===== config.mk =====
export PLATFORM = sky130hd
export DESIGN_NAME = light_sensor_dimmer_and_pulse_lock
export DESIGN_NICKNAME = d
export VERILOG_FILES = /design/src/rtl/lsd_pkg.sv /design/src/rtl/lsd_div.sv /design/src/rtl/light_sensor_dimmer_and_pulse_lock.sv
export SDC_FILE = /design/constraint.sdc
export NUM_CORES = 1
export LEC_CHECK = 0
export ABC_CLOCK_PERIOD_IN_PS = 13000
export BUFFER_PORTS_ARGS = -buffer_cell sky130_fd_sc_hd__buf_4
export CORE_ASPECT_RATIO = 1.2
export CORE_MARGIN = 2
export CORE_UTILIZATION = 60
export DETAILED_ROUTE_END_ITERATION = 16
export GPL_ROUTABILITY_DRIVEN = 0
export PLACE_DENSITY = 0.74
export SYNTH_ARGS = -nofsm -noshare
export SYNTH_HDL_FRONTEND = slang
export SYNTH_SLANG_ARGS = --single-unit

===== constraint.sdc =====
create_clock -name aclk -period 13 [get_ports aclk]
set_input_delay 0 -clock aclk [delete_from_list [all_inputs] [get_ports aclk]]
set_output_delay 0 -clock aclk [all_outputs]
set_load 0.01 [all_outputs]

===== src/rtl/lsd_pkg.sv =====
// Shared types, constants and codes of the light sensor dimmer and pulse lock.
package lsd_pkg;

    localparam int BLOCK_SIZE = 256;
    localparam int IDX_W      = $clog2(BLOCK_SIZE);
    localparam int SMP_W      = 12;
    localparam int SUM_W      = SMP_W + IDX_W;
    localparam int QUO_W      = 12;
    localparam int NUM_W      = 2 * QUO_W;
    localparam int CNT_W      = $clog2(QUO_W);
    localparam int CFG_IDX_W  = 3;
    localparam int CFG_DATA_W = 16;

    localparam logic [SMP_W-1:0] FULL_SCALE = 12'd4095;
    localparam logic [3:0]       PULSE_MAX  = 4'd15;
    localparam logic [15:0]      TICK_MAX   = 16'hFFFF;
    localparam logic [SMP_W-1:0] PCT_SCALE  = 12'd100;

    localparam logic [CFG_IDX_W-1:0] REG_DARK_FLOOR    = 3'd0;
    localparam logic [CFG_IDX_W-1:0] REG_BRIGHT_THRESH = 3'd1;
    localparam logic [CFG_IDX_W-1:0] REG_RELEASE_THRESH = 3'd2;
    localparam logic [CFG_IDX_W-1:0] REG_TIMEOUT_TICKS = 3'd3;
    localparam logic [CFG_IDX_W-1:0] REG_PULSES_UNLOCK = 3'd4;

    typedef enum logic [1:0] {
        CMD_SAMPLE = 2'd0,
        CMD_TICK   = 2'd1,
        CMD_TOGGLE = 2'd2
    } cmd_t;

    typedef enum logic [5:0] {
        S_IDLE   = 6'b000001,
        S_EVAL   = 6'b000010,
        S_MUL    = 6'b000100,
        S_DSTART = 6'b001000,
        S_DWAIT  = 6'b010000,
        S_OUT    = 6'b100000
    } state_t;

    typedef enum logic [1:0] {
        PH_MAP = 2'd0,
        PH_SQR = 2'd1,
        PH_PCT = 2'd2
    } phase_t;

    typedef struct packed {
        logic busy;
        logic done;
    } div_status_t;

endpackage


===== src/rtl/lsd_div.sv =====
// Restoring divider that produces one quotient bit per cycle.
module lsd_div
    import lsd_pkg::*;
(
    input  logic              aclk,
    input  logic              aresetn,
    input  logic              start,
    input  logic [NUM_W-1:0]  num,
    input  logic [QUO_W-1:0]  den,
    output logic [QUO_W-1:0]  quotient,
    output div_status_t       status
);

    logic [QUO_W-1:0] rem_reg, rem_next;
    logic [QUO_W-1:0] quo_reg, quo_next;
    logic [QUO_W-1:0] den_reg, den_next;
    logic [CNT_W-1:0] cnt_reg, cnt_next;
    logic             busy_reg, busy_next;
    logic             done_reg, done_next;
    logic [QUO_W:0]   shifted;
    logic             ge;

    localparam logic [CNT_W-1:0] CNT_LAST = CNT_W'(QUO_W - 1);

    assign shifted = {rem_reg, quo_reg[QUO_W-1]};
    assign ge      = shifted >= {1'b0, den_reg};

    always_comb begin
        rem_next  = rem_reg;
        quo_next  = quo_reg;
        den_next  = den_reg;
        cnt_next  = cnt_reg;
        busy_next = busy_reg;
        done_next = 1'b0;
        if (start) begin
            rem_next  = num[NUM_W-1:QUO_W];
            quo_next  = num[QUO_W-1:0];
            den_next  = den;
            cnt_next  = '0;
            busy_next = 1'b1;
        end else if (busy_reg) begin
            if (ge) begin
                rem_next = QUO_W'(shifted - {1'b0, den_reg});
            end else begin
                rem_next = shifted[QUO_W-1:0];
            end
            quo_next = {quo_reg[QUO_W-2:0], ge};
            cnt_next = cnt_reg + 1'b1;
            if (cnt_reg == CNT_LAST) begin
                busy_next = 1'b0;
                done_next = 1'b1;
            end
        end
    end

    always_ff @(posedge aclk) begin
        rem_reg <= rem_next;
        quo_reg <= quo_next;
        den_reg <= den_next;
        cnt_reg <= cnt_next;
        if (!aresetn) begin
            busy_reg <= 1'b0;
            done_reg <= 1'b0;
        end else begin
            busy_reg <= busy_next;
            done_reg <= done_next;
        end
    end

    assign quotient    = quo_reg;
    assign status.busy = busy_reg;
    assign status.done = done_reg;

endmodule


===== src/rtl/light_sensor_dimmer_and_pulse_lock.sv =====
// Top level: sample averaging, dimmer and pulse lock sequencer with shared multiply and divide.
//
//  Channel   Direction  Handshake            Payload
//  s_        in         s_tvalid/s_tready    tuser: cmd; tdata: sample
//  m_        out        m_tvalid/m_tready    tuser: mode; tdata: result fields
//  cfg_      in         cfg_wr_en            cfg_index, cfg_wdata
//
// Ticks, toggles, unused commands and samples that do not end a block are handled in the idle state.
// A sample that ends a block goes through evaluate, then multiply and divide passes, then output:
// three passes in dimmer mode above the dark floor, one otherwise and in security mode,
// each made of the multiply, divider start and divider wait states around the 12-step divider.
// Reset is synchronous and restores the register defaults and the power-up state.
// A result waits in the output register; a new block result stalls only if it is still held.
module light_sensor_dimmer_and_pulse_lock
    import lsd_pkg::*;
(
    input  logic                  aclk,
    input  logic                  aresetn,
    input  logic                  s_tvalid,
    output logic                  s_tready,
    input  logic [15:0]           s_tdata,   // [11:0] sample
    input  logic [1:0]            s_tuser,   // [1:0] cmd
    output logic                  m_tvalid,
    input  logic                  m_tready,
    output logic [39:0]           m_tdata,   // [11:0] average, [23:12] duty,
                                             // [30:24] power_percent, [34:31] pulse_count,
                                             // [35] locked, [36] pulse_detected,
                                             // [37] timeout_fired, [38] led_on
    output logic                  m_tuser,   // [0] mode
    input  logic                  cfg_wr_en,
    input  logic [CFG_IDX_W-1:0]  cfg_index,
    input  logic [CFG_DATA_W-1:0] cfg_wdata
);

    localparam logic [IDX_W-1:0] IDX_LAST = IDX_W'(BLOCK_SIZE - 1);

    state_t            state_reg, state_next;
    phase_t            phase_reg, phase_next;
    logic [SUM_W-1:0]  sum_reg, sum_next;
    logic [IDX_W-1:0]  idx_reg, idx_next;
    logic [SMP_W-1:0]  avg_reg, avg_next;
    logic [SMP_W-1:0]  op_a_reg, op_a_next;
    logic [SMP_W-1:0]  op_b_reg, op_b_next;
    logic [NUM_W-1:0]  prod_reg, prod_next;
    logic [SMP_W-1:0]  duty_reg, duty_next;
    logic [6:0]        pct_reg, pct_next;
    logic              det_reg, det_next;
    logic              fired_reg, fired_next;

    logic [SMP_W-1:0]  dark_reg, bright_reg, release_reg;
    logic [15:0]       tmo_reg;
    logic [3:0]        unlock_reg;

    logic              mode_reg, mode_next;
    logic              lock_reg, lock_next;
    logic [3:0]        pulse_reg, pulse_next;
    logic              active_reg, active_next;
    logic [15:0]       timeout_reg, timeout_next;
    logic              led_reg, led_next;

    logic              m_tvalid_reg, m_tvalid_next;
    logic [39:0]       m_tdata_reg, m_tdata_next;
    logic              m_tuser_reg, m_tuser_next;

    logic              sec_start, sec_active, sec_fire, sec_reached;
    logic [3:0]        sec_pulse_a, sec_pulse;
    logic [15:0]       sec_tc_a, sec_tc;
    logic [SUM_W-1:0]  sum_add;
    logic              out_free;

    logic              div_start;
    logic [QUO_W-1:0]  div_den, div_quo;
    div_status_t       div_status;

    lsd_div u_div (
        .aclk     (aclk),
        .aresetn  (aresetn),
        .start    (div_start),
        .num      (prod_reg),
        .den      (div_den),
        .quotient (div_quo),
        .status   (div_status)
    );

    assign div_start = (state_reg == S_DSTART);
    assign div_den   = (phase_reg == PH_MAP) ? (FULL_SCALE - dark_reg) : FULL_SCALE;
    assign sum_add   = sum_reg + SUM_W'(s_tdata[SMP_W-1:0]);
    assign out_free  = !m_tvalid_reg || m_tready;

    always_comb begin
        sec_start   = (avg_reg > bright_reg) && !active_reg;
        sec_pulse_a = pulse_reg;
        sec_tc_a    = timeout_reg;
        sec_active  = active_reg;
        if (sec_start) begin
            if (pulse_reg != PULSE_MAX) begin
                sec_pulse_a = pulse_reg + 4'd1;
            end
            sec_active = 1'b1;
            sec_tc_a   = '0;
        end else if (avg_reg < release_reg) begin
            sec_active = 1'b0;
        end
        sec_fire = (sec_pulse_a != 4'd0) && (sec_pulse_a < unlock_reg) && (sec_tc_a > tmo_reg);
        sec_pulse   = sec_fire ? 4'd0 : sec_pulse_a;
        sec_tc      = sec_fire ? 16'd0 : sec_tc_a;
        sec_reached = sec_pulse >= unlock_reg;
    end

    always_comb begin
        state_next    = state_reg;
        phase_next    = phase_reg;
        sum_next      = sum_reg;
        idx_next      = idx_reg;
        avg_next      = avg_reg;
        op_a_next     = op_a_reg;
        op_b_next     = op_b_reg;
        prod_next     = prod_reg;
        duty_next     = duty_reg;
        pct_next      = pct_reg;
        det_next      = det_reg;
        fired_next    = fired_reg;
        mode_next     = mode_reg;
        lock_next     = lock_reg;
        pulse_next    = pulse_reg;
        active_next   = active_reg;
        timeout_next  = timeout_reg;
        led_next      = led_reg;
        m_tvalid_next = m_tvalid_reg && !m_tready;
        m_tdata_next  = m_tdata_reg;
        m_tuser_next  = m_tuser_reg;

        unique case (state_reg)
            S_IDLE: begin
                if (s_tvalid) begin
                    unique case (cmd_t'(s_tuser))
                        CMD_SAMPLE: begin
                            if (idx_reg == IDX_LAST) begin
                                avg_next   = sum_add[SUM_W-1:IDX_W];
                                sum_next   = '0;
                                idx_next   = '0;
                                state_next = S_EVAL;
                            end else begin
                                sum_next = sum_add;
                                idx_next = idx_reg + 1'b1;
                            end
                        end
                        CMD_TICK: begin
                            if (mode_reg && lock_reg && (timeout_reg != TICK_MAX)) begin
                                timeout_next = timeout_reg + 16'd1;
                            end
                        end
                        CMD_TOGGLE: begin
                            if (!mode_reg) begin
                                mode_next    = 1'b1;
                                lock_next    = 1'b1;
                                led_next     = 1'b0;
                                pulse_next   = '0;
                                timeout_next = '0;
                                active_next  = 1'b1;
                            end else begin
                                mode_next = 1'b0;
                                led_next  = 1'b1;
                            end
                        end
                        default: begin
                        end
                    endcase
                end
            end
            S_EVAL: begin
                state_next = S_MUL;
                if (!mode_reg) begin
                    det_next   = 1'b0;
                    fired_next = 1'b0;
                    if (avg_reg > dark_reg) begin
                        phase_next = PH_MAP;
                        op_a_next  = avg_reg - dark_reg;
                        op_b_next  = FULL_SCALE;
                    end else begin
                        phase_next = PH_PCT;
                        duty_next  = '0;
                        op_a_next  = '0;
                        op_b_next  = PCT_SCALE;
                    end
                end else begin
                    det_next     = sec_start;
                    fired_next   = sec_fire;
                    pulse_next   = sec_pulse;
                    active_next  = sec_active;
                    timeout_next = sec_tc;
                    if (sec_reached) begin
                        lock_next = 1'b0;
                    end
                    duty_next  = sec_reached ? FULL_SCALE : '0;
                    phase_next = PH_PCT;
                    op_a_next  = sec_reached ? FULL_SCALE : '0;
                    op_b_next  = PCT_SCALE;
                end
            end
            S_MUL: begin
                prod_next  = NUM_W'(op_a_reg) * NUM_W'(op_b_reg);
                state_next = S_DSTART;
            end
            S_DSTART: begin
                state_next = S_DWAIT;
            end
            S_DWAIT: begin
                if (div_status.done) begin
                    unique case (phase_reg)
                        PH_MAP: begin
                            op_a_next  = div_quo;
                            op_b_next  = div_quo;
                            phase_next = PH_SQR;
                            state_next = S_MUL;
                        end
                        PH_SQR: begin
                            duty_next  = div_quo;
                            op_a_next  = div_quo;
                            op_b_next  = PCT_SCALE;
                            phase_next = PH_PCT;
                            state_next = S_MUL;
                        end
                        default: begin
                            pct_next   = div_quo[6:0];
                            state_next = S_OUT;
                        end
                    endcase
                end
            end
            S_OUT: begin
                if (out_free) begin
                    m_tvalid_next = 1'b1;
                    m_tdata_next  = {1'b0, led_reg, fired_reg, det_reg, lock_reg, pulse_reg,
                                     pct_reg, duty_reg, avg_reg};
                    m_tuser_next  = mode_reg;
                    state_next    = S_IDLE;
                end
            end
            default: begin
                state_next = S_IDLE;
            end
        endcase
    end

    always_ff @(posedge aclk) begin
        avg_reg     <= avg_next;
        op_a_reg    <= op_a_next;
        op_b_reg    <= op_b_next;
        prod_reg    <= prod_next;
        duty_reg    <= duty_next;
        pct_reg     <= pct_next;
        det_reg     <= det_next;
        fired_reg   <= fired_next;
        m_tdata_reg <= m_tdata_next;
        m_tuser_reg <= m_tuser_next;
        if (!aresetn) begin
            state_reg    <= S_IDLE;
            phase_reg    <= PH_PCT;
            sum_reg      <= '0;
            idx_reg      <= '0;
            mode_reg     <= 1'b0;
            lock_reg     <= 1'b1;
            pulse_reg    <= '0;
            active_reg   <= 1'b0;
            timeout_reg  <= '0;
            led_reg      <= 1'b1;
            m_tvalid_reg <= 1'b0;
        end else begin
            state_reg    <= state_next;
            phase_reg    <= phase_next;
            sum_reg      <= sum_next;
            idx_reg      <= idx_next;
            mode_reg     <= mode_next;
            lock_reg     <= lock_next;
            pulse_reg    <= pulse_next;
            active_reg   <= active_next;
            timeout_reg  <= timeout_next;
            led_reg      <= led_next;
            m_tvalid_reg <= m_tvalid_next;
        end
    end

    always_ff @(posedge aclk) begin
        if (!aresetn) begin
            dark_reg    <= 12'd930;
            bright_reg  <= 12'd2500;
            release_reg <= 12'd1500;
            tmo_reg     <= 16'd1500;
            unlock_reg  <= 4'd3;
        end else if (cfg_wr_en) begin
            unique case (cfg_index)
                REG_DARK_FLOOR:     dark_reg    <= cfg_wdata[SMP_W-1:0];
                REG_BRIGHT_THRESH:  bright_reg  <= cfg_wdata[SMP_W-1:0];
                REG_RELEASE_THRESH: release_reg <= cfg_wdata[SMP_W-1:0];
                REG_TIMEOUT_TICKS:  tmo_reg     <= cfg_wdata;
                REG_PULSES_UNLOCK:  unlock_reg  <= cfg_wdata[3:0];
                default: begin
                end
            endcase
        end
    end

    assign s_tready = (state_reg == S_IDLE);
    assign m_tvalid = m_tvalid_reg;
    assign m_tdata  = m_tdata_reg;
    assign m_tuser  = m_tuser_reg;

    a_idle_div_quiet: assert property (@(posedge aclk) disable iff (!aresetn)
        (state_reg == S_IDLE) |-> !div_status.busy)
        else $error("divider busy while the sequencer is idle");

    a_done_in_wait: assert property (@(posedge aclk) disable iff (!aresetn)
        div_status.done |-> (state_reg == S_DWAIT))
        else $error("divider finished outside the wait state");

    a_security_duty: assert property (@(posedge aclk) disable iff (!aresetn)
        (m_tvalid && m_tuser) |-> (m_tdata[23:12] == 12'd0 || m_tdata[23:12] == 12'd4095))
        else $error("security result with a partial duty");

    a_percent_range: assert property (@(posedge aclk) disable iff (!aresetn)
        m_tvalid |-> (m_tdata[30:24] <= 7'd100))
        else $error("power percentage above full");

endmodule


After elaboration in Yosys (flattened, before gate mapping)
Index checks and enable logic that the tools add are counted.
- bits in registers: 280
- input port bits: 42
- output and inout bits: 43
- word-level logic and storage cells: 191
- $add $sub $neg: 8
- multiply operators: 1
- magnitude comparators: 7
- equality and inequality tests: 34
- multiplexer cells: 69
- bitwise operators: 3
- reduce and logical (&&, ||, !) cells: 37
- operator list (kind ; count):
    two-way mux 12 bit ; 17
    two-way mux 16 bit ; 6
    case mux 12 bit (2 select lines) ; 4
    case mux 16 bit (2 select lines) ; 2
    two-way mux 6 bit ; 6
    case mux 6 bit (6 select lines) ; 1
    two-way mux 4 bit ; 7
    greater-than comparator 12 bit ; 2
    multiplier 12 x 12 -> 24 bit ; 1
    subtractor 12 bit ; 2
    adder 20 x 12 -> 20 bit ; 1
    two-way mux 20 bit ; 1
    AND reduction 6 bit ; 3
    adder 16 x 1 -> 16 bit (second input constant) ; 1
    greater-than comparator 16 bit ; 1
    two-way mux 1 bit ; 16
    inequality test 16 bit (second input constant) ; 1
    inequality test 3 bit (second input constant) ; 5
    AND reduction 3 bit ; 5
    inequality test 2 bit (second input constant) ; 7
    >= comparator 13 x 12 -> 1 bit ; 1
    less-than comparator 12 bit ; 1
    AND reduction 2 bit ; 6
    subtractor 12 bit (first input constant) ; 1
    other kinds (37) ; 61

Logic depth before layout (Yosys ltp)
Gate-level depths: netlist (run 1).
- depth after elaboration: 11
- depth in mapped cells: 28
- gate-level depth less buffers: 25

Modules after synthesis
Synthesis (run 1) repeated with hierarchy kept, for this count alone.
- cell total of the unflattened synthesis: 1867
- area total of the unflattened synthesis: 18393.9 um2
- modules (own cells, without submodules) (module ; times used ; cells an instance ; area an instance (um2) ; sequential area each (um2)):
    light_sensor_dimmer_and_pulse_lock ; 1 ; 1660 ; 16016.6 ; 5975.7
    lsd_div ; 1 ; 207 ; 2377.3 ; 1201.2

Worst setup path before layout (run 1)
No wires, ideal clock.
- kind: flip-flop to flip-flop
- start: register op_b_reg[11]
- end: register prod_reg[22] (data pin)
- setup time: 0.262 ns
- arrival: 4.999 ns
- required time: 12.738 ns
- setup slack: 7.740 ns
- cell stages (with the launch flop): 19
- buffers on the path: 1
- period minus slack after synthesis: 5.260 ns
- cells stage by stage: edfxtp_1 clkbuf_1 and2_1 fa_1 inv_1 fa_1 fa_1 fa_1 fa_1 inv_1 ha_1 a21oi_1 o21ai_0 nor2b_1 a21oi_1 a21boi_0 a21oi_1 a211oi_1 xnor2_1
- word-level cells in the longest chain between the ends: 1
- RTL lines (what ; line ; text):
    start: declaration ; light_sensor_dimmer_and_pulse_lock.sv:43 ; logic [SMP_W-1:0] op_b_reg, op_b_next;
    start signal: assignment ; light_sensor_dimmer_and_pulse_lock.sv:249 ; op_b_reg <= op_b_next;
    multiplier 12 x 12 -> 24 bit ; light_sensor_dimmer_and_pulse_lock.sv:202 ; prod_next = NUM_W'(op_a_reg) * NUM_W'(op_b_reg);
    end signal: assignment ; light_sensor_dimmer_and_pulse_lock.sv:250 ; prod_reg <= prod_next;
    end: declaration ; light_sensor_dimmer_and_pulse_lock.sv:44 ; logic [NUM_W-1:0] prod_reg, prod_next;
No other way between the ends.
A chain may end at the register's enable or synchronous reset.

Worst setup path after layout (run 1)
- start: register avg_reg[1]
- end: register op_a_reg[3] (data pin)
- word-level cells in the longest chain between the ends: 11
- elaborated cells on any way between the ends: 17
- classes of those cells: 1 x add/sub; 5 x order compare; 7 x mux; 4 x reduce/logical
- RTL lines (what ; line ; text):
    start: declaration ; light_sensor_dimmer_and_pulse_lock.sv:41 ; logic [SMP_W-1:0] avg_reg, avg_next;
    start signal: assignment ; light_sensor_dimmer_and_pulse_lock.sv:247 ; avg_reg <= avg_next;
    parallel branches: the longest is 9 deep, another holds greater-than comparator 16 bit ; - ;
    two-way mux 12 bit (*) ; light_sensor_dimmer_and_pulse_lock.sv:173 ; if (!mode_reg) begin
    case mux 12 bit (2 select lines) (*) ; light_sensor_dimmer_and_pulse_lock.sv:133 ; unique case (state_reg)
    via op_a_next[3] ; light_sensor_dimmer_and_pulse_lock.sv:42 ; logic [SMP_W-1:0] op_a_reg, op_a_next;
    end signal: assignment ; light_sensor_dimmer_and_pulse_lock.sv:248 ; op_a_reg <= op_a_next;
    end: declaration ; light_sensor_dimmer_and_pulse_lock.sv:42 ;
Mark *: on every way through the listed nets, which the timed path passes.

==> impl_metrics.tcl, run 1 <==
set metrics [dict create \
    syn2layout_area_growth_pct 11.4 \
    grt_max_degree 61 \
    fillers 2366 \
    start_util_pct 60.5 \
    dp_hpwl_um 30500 \
    hold_viol_final 0 \
    fp.dieW_um 163 \
    synthTopCellsByArea "edfxtp_1 (26%), dfxtp_1 (13%), fa_1 (11%)" \
    finalMaxSlewViolations 0 \
    skew_ns 0.0291 \
    tns_ns 0 \
    critPathMaxStageDelay_ns 0.57 \
    die_h_um 195 \
    tritoncts "built" \
    status "finished, final reports clean" \
    max_freq_mhz 167 \
    criticalPathCategory "reg2reg" \
    cap_violations 0 \
    synth_top_area_cell "edfxtp_1" \
    rows 70 \
    rsz0062_at_grt "false" \
    grt_antenna_before_repair 0 \
    syn_area_per_cell_um2 9.60 \
    crit_slowest_cell "edfxtp_1" \
    cts-buffers-inserted 27 \
    ant_nets 0 \
    multiInputGateArea_mm2 0.00999 \
    yosys_warnings 0 \
    regArea_mm2 0.00718 \
    synthCells 1902 \
    async_reset_ff_share_pct 0 \
    vdd_ir_drop_max_uv 101 \
    cts.sinks 280 \
    max_slew_margin_pct 16.6 \
    reg2regPathDepth 23 \
    drive_gt1_share_pct 7.75 \
    crit_chain "ha_1, nor2b_1, o211ai_1, a21oi_1, o31a_1, buf_4, nand4_1, mux2i_1, inv_1, ha_1, nor2b_1, a2111oi_0, o21ai_0, a31oi_1, nor2_1, ha_1, a21o_1, a21oi_1, nor2b_1, o21ai_0, nor2_1, a21o_1, a31o_2" \
    avgViaCountPerCell 5.84 \
    clk_pin_slew_ns 0.07 \
    worstMarginPinSlew_ns 1.25 \
    cts_buffer_depth 3 \
    holdPathStages 5 \
    timing.final.crit_share_pct 46.0 \
    ys_seq_area_share_pct 39.3 \
    pin_count 85 \
    grt_pass1_vias 14400 \
    cts_root_buf "clkbuf_16" \
    critical_path.top_delay_family "compound AO/OA/AOI/OAI gates" \
    placed_area_mm2 0.0191 \
    remaining_drc_errors 0 \
    first_iter_violations 1033 \
    largest_reg_flops 39 \
    firstDrtPassIters 6 \
    power.density_mw_per_mm2 94.6 \
    dp_cells 2305 \
    cp_data_arrival_time_ns 6.29 \
    power_leakage_nw 8.83 \
    post_layout_nonfiller_instances 2382 \
    wl_um 42400 \
    h-tree-depth 1 \
    hold_path.class "in2reg" \
    cp.depth 23 \
    syn-num-nets 2195 \
    die_area_mm2 0.0319 \
    p_total_mw 1.92 \
    clock_latency_ns 0.57 \
    overflow 0 \
    critPathRequiredTime_ns 13.31 \
    n_antenna_cell 0 \
    grt_pass1_wl_um 70500 \
    crit_path_start_kind "flop" \
    synth.top_cell.area_share_pct 25.8 \
    synth-edff-count 157 \
    ys_types 71 \
    post-cts-setup-buffers 0 \
    synth-seq-cells 280 \
    stdcell_area_mm2 0.0204 \
    cp_num_buf_inv 2 \
    portBuffers 79 \
    fin_crit_ns 5.98 \
    ys.flop_type "edfxtp_1" \
    grtUsageTotal_pct 27.4 \
    path_max_fanout 27 \
    nets 2258 \
    synth_area_mm2 0.0183 \
    post_drt_wl_per_cell_um 17.8 \
    setup_violations 0 \
    coreArea_mm2 0.0302 \
    num_vias 13900 \
    endpoint_kind "flop" \
]
## Yosys cell counts, drive strengths merged (2+ instances only)
master / count
buf: 10
o31a: 3
or2: 6
nand2b: 17
nor3: 23
and3b: 2
a21oi: 114
mux2i: 15
fa: 103
a211oi: 17
edfxtp: 157
dfxtp: 123
o21ai: 60
a211o: 3
nand3b: 6
nand2: 282
clkbuf: 72
o21bai: 3
xnor2: 34
and3: 14
o211ai: 35
o211a: 2
o21a: 11
a31oi: 9
xor2: 23
a31o: 5
inv: 207
and2: 67
nand4: 20
o2111ai: 5
o31ai: 4
nand3: 31
ha: 148
nor2b: 35
a21o: 55
or4: 6
nor2: 105
a41oi: 6
o22ai: 2
nand4b: 3
or3: 18
nor3b: 4
a21boi: 4
nor4: 7
a22oi: 9
## path summary, 6_finish.rpt
| path | endpoint | startpoint | slack, ns |
|---|---|---|---|
| max | op_a_reg[3] | avg_reg[1] | 7.02 |
| min | sum_reg[7] | s_tdata[7] | 0.01 |
| max reg2reg | op_a_reg[3] | avg_reg[1] | 7.02 |
| min reg2reg | m_tdata[29] | pct_reg[5] | 0.42 |
## per-stage QoR
step / setup slack, ns / hold WS (ns) / utilization, %
floorplan: 7.74 / 0.129 / -
global placement: 7.17 / 0.253 / 63.2
detailed placement: 7.12 / 0.261 / 63.2
CTS: 7.07 / 0.00327 / 67.4
global route: 6.47 / 0.0237 / 67.4
finish: 7.02 / 0.0134 / 67.4
## worst register-to-register path: stages (launching register included)
cell,delay [ns]
edfxtp_1,0.57
ha_1,0.39
nor2b_1,0.14
o211ai_1,0.16
a21oi_1,0.09
o31a_1,0.27
buf_4,0.23
nand4_1,0.15
mux2i_1,0.34
inv_1,0.09
ha_1,0.29
nor2b_1,0.14
a2111oi_0,0.31
o21ai_0,0.26
a31oi_1,0.49
nor2_1,0.11
ha_1,0.29
a21o_1,0.16
a21oi_1,0.14
nor2b_1,0.05
o21ai_0,0.28
nor2_1,0.27
a21o_1,0.29
a31o_2,0.24
## logic make-up (layout without fill, tap and decap cells)
logic type | Yosys count | in the layout | share of synthesized area [%]
and+or+nand+nor | 649 | 649 | 17.0
AOI/OAI and AO/OA | 359 | 359 | 12.6
buffers and inverters | 290 | 374 | 6.10
DFF | 280 | 280 | 39.3
adders and majority gates | 251 | 251 | 21.4
xor gates and xnor gates | 57 | 57 | 2.73
muxes | 15 | 15 | 0.822
other | 1 | 1 | 0.0205
## layout make-up
type                            count  share of cell area (%)
Sequential cell                   280                    35.3
Tap cell                          396                    2.43
Timing Repair Buffer              116                    4.61
Clock buffer                       29                    3.36
Inverter                          208                    3.84
Multi-Input combinational cell   1332                    49.1
Clock inverter                     21                    1.43
## layout by cell type, fill, tap and decap left out, types with 67 or more instances in the layout
cell type    n
a21oi_1    113
and2_1      67
buf_4       89
dfxtp_1    123
edfxtp_1   157
fa_1       103
ha_1       148
inv_1      206
nand2_1    281
nor2_1     105
## power breakdown
part	total [mW]	leakage [nW]	switching, mW	internal [mW]
clock	0.861	0.461	0.355	0.506
combinational	0.119	5.89	0.0695	0.0497
sequential	0.945	2.48	0.00684	0.938
total	1.92	8.83	0.432	1.49
## metal layers
layer,wire length (µm),vias up,track usage [%]
met4,1320,0,9.18
li1,-,6613,-
met3,1820,109,2.38
met2,22400,377,50.6
met5,0,-,0
met1,16800,6818,33.5
## what timing repair did
action | 4_1_cts | 5_1_grt
gates resized for setup | 0 | 0
endpoints found under the hold margin | 66 | 0
hold buffers | 27 | 0
Power figures use the tool's default switching activity.
==> inputs of run 2 (changes only) <==
ABC_CLOCK_PERIOD_IN_PS = 5220   (was 13000)
CORE_UTILIZATION = 57   (was 60)
clock period = 5.22 ns   (was 13 ns; I/O delays follow)
==> impl_metrics.tcl, run 2 (synthesis results as in run 1) <==
set metrics [dict create \
    status "finished with violations" \
    violations "negative setup slack" \
    fin_crit_ns 5.23 \
    remaining_drc_errors 0 \
    vdd_ir_drop_max_uv 296 \
    r2r_setup_slack_ns -0.007 \
    pin_count 85 \
    cp_data_arrival_time_ns 5.54 \
    crit_start "op_b_reg[8]" \
    crit_chain "buf_4, and2_1, fa_1, inv_1, fa_1, fa_2, fa_2, fa_1, inv_2, ha_4, nand2_1, o21ai_2, nor2b_2, a21oi_2, a31oi_4, a211o_1, a21oi_2, xnor2_1" \
    cts_root_buf "clkbuf_16" \
    worstMarginPinSlew_ns 1.22 \
    nets 2385 \
    crit_path_start_kind "flop" \
    critPathMostFrequentCell "fa_1" \
    critPathRequiredTime_ns 5.53 \
    num_vias 14600 \
    cts.sinks 280 \
    layout_setup_ws_ns -0.00654 \
    dp_hpwl_um 32900 \
    die_h_um 200 \
    grt_max_degree 61 \
    cts-buffers-inserted 29 \
    timing.final.crit_share_pct 100 \
    most-common-layout-cells "nand2_1 (272), inv_1 (196), buf_4 (193)" \
    setup_violations 1 \
    syn2layout_area_growth_pct 18.3 \
    final_util_pct 68.7 \
    die_area_mm2 0.0335 \
    finalMaxSlewViolations 0 \
    first_iter_violations 1091 \
    path_max_fanout 6 \
    reg2regPathDepth 18 \
    post_drt_wl_per_cell_um 18.3 \
    clk_pin_slew_ns 0.06 \
    hold_path.class "in2reg" \
    grt_antenna_before_repair 0 \
    h-tree-depth 1 \
    power.density_mw_per_mm2 219 \
    ant_nets 0 \
    endpoint_kind "flop" \
    avgViaCountPerCell 5.79 \
    firstDrtPassIters 5 \
    post_layout_nonfiller_instances 2516 \
    hold_viol_final 0 \
    power_leakage_nw 9.44 \
    n_antenna_cell 0 \
    coreArea_mm2 0.0314 \
    start_util_pct 58.1 \
    cts_buffer_depth 3 \
    drive_gt1_share_pct 16.4 \
    max_slew_margin_pct 18.6 \
    skew_ns 0.00902 \
    crit_slowest_cell "fa_2" \
    clock_latency_ns 0.56 \
    rsz0062_at_grt "true" \
    grt_pass1_vias 14800 \
    cp_num_buf_inv 3 \
    fp.dieW_um 167 \
    fillers 2368 \
    final_common_cell "nand2_1" \
    critical_path.top_delay_family "adder cells" \
    dp_cells 2398 \
    grt_pass1_wl_um 73400 \
    cap_violations 0 \
    portBuffers 79 \
    grtUsageTotal_pct 27.0 \
    max_freq_mhz 191 \
    crit_end "prod_reg[23]" \
    overflow 0 \
    tritoncts "built" \
    reg2reg_to "prod_reg[23]" \
    rows 71 \
    wl_um 46100 \
    criticalPathCategory "reg2reg" \
    critPathMaxStageDelay_ns 0.60 \
    r2r-start "op_b_reg[8]" \
    largest_reg_flops 39 \
    cp.depth 18 \
]
[run 2: cell types whose count changed in the layout (fill, tap and decap cells not counted), moves of 10 or more]
cell	before	now
buf_6	0	12
inv_2	1	11
ha_1	148	137
inv_1	206	196
buf_4	89	193
[run 2: repair_timing]
item	CTS	global route
setup buffers	12	18
setup endpoints to repair	17	33
gates resized for setup	20	82
pin swaps	3	67
hold endpoints to repair	71	0
hold buffers	34	0
[run 2: layout make-up]
type                       instances  area (µm²)  share of cell area, %
clock inverter                    18         138                  0.637
inverter                         208         781                   3.61
tap                              401         502                   2.32
timing repair buffer             241        1940                   9.00
clock buffer                      36         816                   3.77
multi-input combinational       1332       10300                   47.5
sequential                       280        7180                   33.2
[run 2: how the worst min path moves through the flow]
| stage | from | to | slack, ns | depth (start not counted) |
|---|---|---|---|---|
| 2_1_floorplan | cfg_wdata[0] | unlock_reg[0] | 0.13 | 2 |
| 3_3_place_gp | cfg_wdata[13] | tmo_reg[13] | 0.25 | 3 |
| 3_5_place_dp | cfg_wdata[15] | tmo_reg[15] | 0.26 | 3 |
| 4_1_cts | s_tdata[7] | sum_reg[7] | 0.005 | 5 |
| 5_1_grt | s_tdata[7] | sum_reg[7] | 0.03 | 5 |
| 6_report | s_tdata[7] | sum_reg[7] | 0.03 | 5 |
[run 2: power by group]
part,switching (mW),internal [mW]
Clock,0.892,1.17
Sequential,0.0174,2.34
Combinational,0.183,0.143
[run 2: through the flow]
| step | setup TNS [ns] | area, µm² | setup WS [ns] | hold slack, ns | power (mW) |
|---|---|---|---|---|---|
| detailed placement | -0.889 | 19800 | -0.240 | 0.258 | 2.69 |
| CTS | -0.00560 | 21200 | -0.00560 | 0.00479 | 4.76 |
| global placement | -0.233 | 19800 | -0.0808 | 0.252 | 2.69 |
| global route | -3.15 | 21600 | -0.169 | 0.0293 | 4.88 |
| finish | -0.00654 | 21600 | -0.00654 | 0.0308 | 4.74 |
| floorplan | 0 | 18300 | 0.0000502 | 0.129 | 2.59 |
[run 2: per-layer routing]
| layer | GRT usage, % | share of wire, % | vias to the layer above |
|---|---|---|---|
| met5 | 0 | 0 | - |
| met1 | 31.8 | 39 | 7099 |
| met4 | 10.8 | 4.2 | 0 |
| li1 | - | - | 6865 |
| met3 | 3.16 | 4.3 | 140 |
| met2 | 49.9 | 52 | 452 |
[run 2: worst reg2reg max path: stages, from the launching register on]
cell and delay [ns]:
edfxtp_1 0.50, buf_4 0.19, and2_1 0.17, fa_1 0.53
inv_1 0.05, fa_1 0.51, fa_2 0.60, fa_2 0.47
fa_1 0.51, inv_2 0.05, ha_4 0.21, nand2_1 0.08
o21ai_2 0.08, nor2b_2 0.16, a21oi_2 0.20, a31oi_4 0.13
a211o_1 0.34, a21oi_2 0.14, xnor2_1 0.08
==> inputs of run 3 (changes only) <==
HOLD_SLACK_MARGIN = 0.15   (was not set)
==> impl_metrics.tcl, run 3 (synthesis results as in run 1) <==
set metrics [dict create \
    power_leakage_nw 9.54 \
    p_comb_share_pct 7.2 \
    grt_pass1_wl_um 74100 \
    cts_root_buf "clkbuf_16" \
    power_frac_seq_pct 49.5 \
    nets 2408 \
    critPathMostFrequentCell "fa_1" \
    fp.dieW_um 167 \
    die_h_um 200 \
    grt_pass1_vias 14900 \
    worstMarginPinSlew_ns 1.20 \
    cap_violations 0 \
    ant_nets 0 \
    hold_viol_final 0 \
    skew_ns 0.0122 \
    criticalPathCategory "reg2reg" \
    post_layout_nonfiller_instances 2539 \
    p_total_mw 4.76 \
    n_antenna_cell 0 \
    pin_count 85 \
    h-tree-depth 1 \
    crit_slowest_cell "fa_2" \
    start_util_pct 58.1 \
    endpoint_kind "flop" \
    post_drt_wl_per_cell_um 18.4 \
    cts_buffer_depth 3 \
    layout_setup_ws_ns -0.00841 \
    drive_gt1_share_pct 16.2 \
    wl_um 46700 \
    sw_frac_of_total_pct 23.1 \
    finalMaxSlewViolations 0 \
    remaining_drc_errors 0 \
    syn2layout_area_growth_pct 19.6 \
    p_clk_share_pct 43.3 \
    firstDrtPassIters 6 \
    hp-start "cfg_wdata[4]" \
    critical_path.top_delay_family "adder cells" \
    coreArea_mm2 0.0314 \
    tritoncts "built" \
    p_int_mw 3.66 \
    regArea_mm2 0.00718 \
    cp_num_buf_inv 3 \
    status "finished with violations" \
    fin_crit_ns 5.23 \
    rsz0062_at_grt "true" \
    crit_start "op_b_reg[8]" \
    most-common-layout-cells "nand2_1 (272), inv_1 (196), buf_4 (193)" \
    p_sw_mw 1.10 \
    first_iter_violations 1064 \
    critPathMaxStageDelay_ns 0.60 \
    grtUsageTotal_pct 27.2 \
    critPathRequiredTime_ns 5.53 \
    r2r-start "op_b_reg[8]" \
    setup_violations 1 \
    dp_cells 2398 \
    largest_reg_flops 39 \
    timing.final.crit_share_pct 100 \
    violations "negative setup slack" \
    avgViaCountPerCell 5.78 \
    cp_data_arrival_time_ns 5.54 \
    grt_antenna_before_repair 0 \
    multiInputGateArea_mm2 0.0103 \
    path_max_fanout 6 \
    clk_pin_slew_ns 0.06 \
    clock_latency_ns 0.56 \
    die_area_mm2 0.0335 \
    rows 71 \
    crit_chain "buf_4, and2_1, fa_1, inv_1, fa_1, fa_2, fa_2, fa_1, inv_2, ha_4, nand2_1, o21ai_2, nor2b_2, a21oi_2, a31oi_4, a211o_1, a21oi_2, xnor2_1" \
    max_slew_margin_pct 19.8 \
    hold_path.class "in2reg" \
    max_freq_mhz 191 \
    overflow 0 \
    num_vias 14700 \
    cts-buffers-inserted 29 \
    crit_path_start_kind "flop" \
    power.density_mw_per_mm2 218 \
    grt_max_degree 61 \
    dp_hpwl_um 32900 \
    cts.sinks 280 \
    final_common_cell "nand2_1" \
    portBuffers 79 \
    fillers 2335 \
    vdd_ir_drop_max_uv 293 \
]
run 3: stage by stage:
stage	worst slack (ns)	cell area, µm²	utilization [%]	hold WS, ns	setup TNS [ns]
4_1_cts	-0.00560	21400	68.2	0.258	-0.00560
5_1_grt	-0.169	21800	69.5	0.292	-3.14
3_3_place_gp	-0.0808	19800	62.9	0.252	-0.233
3_5_place_dp	-0.240	19800	62.9	0.258	-0.889
2_1_floorplan	0.0000502	18300	-	0.129	0
6_report	-0.00841	21800	69.5	0.276	-0.00841
run 3: worst reg2reg max path: stages (launching register included):
cell and delay, ns:
edfxtp_1 0.50, buf_4 0.19, and2_1 0.17, fa_1 0.53, inv_1 0.05, fa_1 0.51, fa_2 0.60, fa_2 0.47
fa_1 0.51, inv_2 0.05, ha_4 0.21, nand2_1 0.08, o21ai_2 0.08, nor2b_2 0.16, a21oi_2 0.20, a31oi_4 0.13
a211o_1 0.34, a21oi_2 0.14, xnor2_1 0.08
run 3: metal layers:
layer  share of wire (%)  vias up  GRT usage, %
met1                  40     7159          32.2
met2                  53      475          50.6
li1                    -     6922             -
met5                   0        -             0
met3                 4.1      121          3.02
met4                 3.8        0          10.3
run 3: cell type report:
| class | count | share of cell area (%) |
|---|---|---|
| multi-input cells | 1332 | 47.0 |
| clock buffers | 36 | 3.73 |
| repair buffers | 264 | 9.95 |
| well taps | 401 | 2.30 |
| inverters | 208 | 3.57 |
| clock inverters | 18 | 0.630 |
| flip-flops and latches | 280 | 32.9 |
run 3: repair_timing:
action / in CTS / in global routing
hold buffers: 57 / 0
gates resized for setup: 20 / 82
setup buffers: 12 / 18
endpoints found under the setup margin: 17 / 33
pin swaps: 3 / 67
hold endpoints to repair: 111 / 0
run 3: worst paths after layout:
path	end	slack [ns]	cells past startpoint
worst min register to register	m_tdata[26]	0.42	0
worst max register to register	prod_reg[23]	-0.008	18
worst max-delay path	prod_reg[23]	-0.008	18
worst min-delay path	tmo_reg[4]	0.28	4
run 3: power groups by stage:
stage	sequential [mW]	clock (mW)	combinational, mW
2_1_floorplan	2.40	0	0.196
3_3_place_gp	2.40	0	0.286
3_5_place_dp	2.40	0	0.294
4_1_cts	2.35	2.09	0.334
5_1_grt	2.36	2.17	0.373
6_report	2.35	2.06	0.343
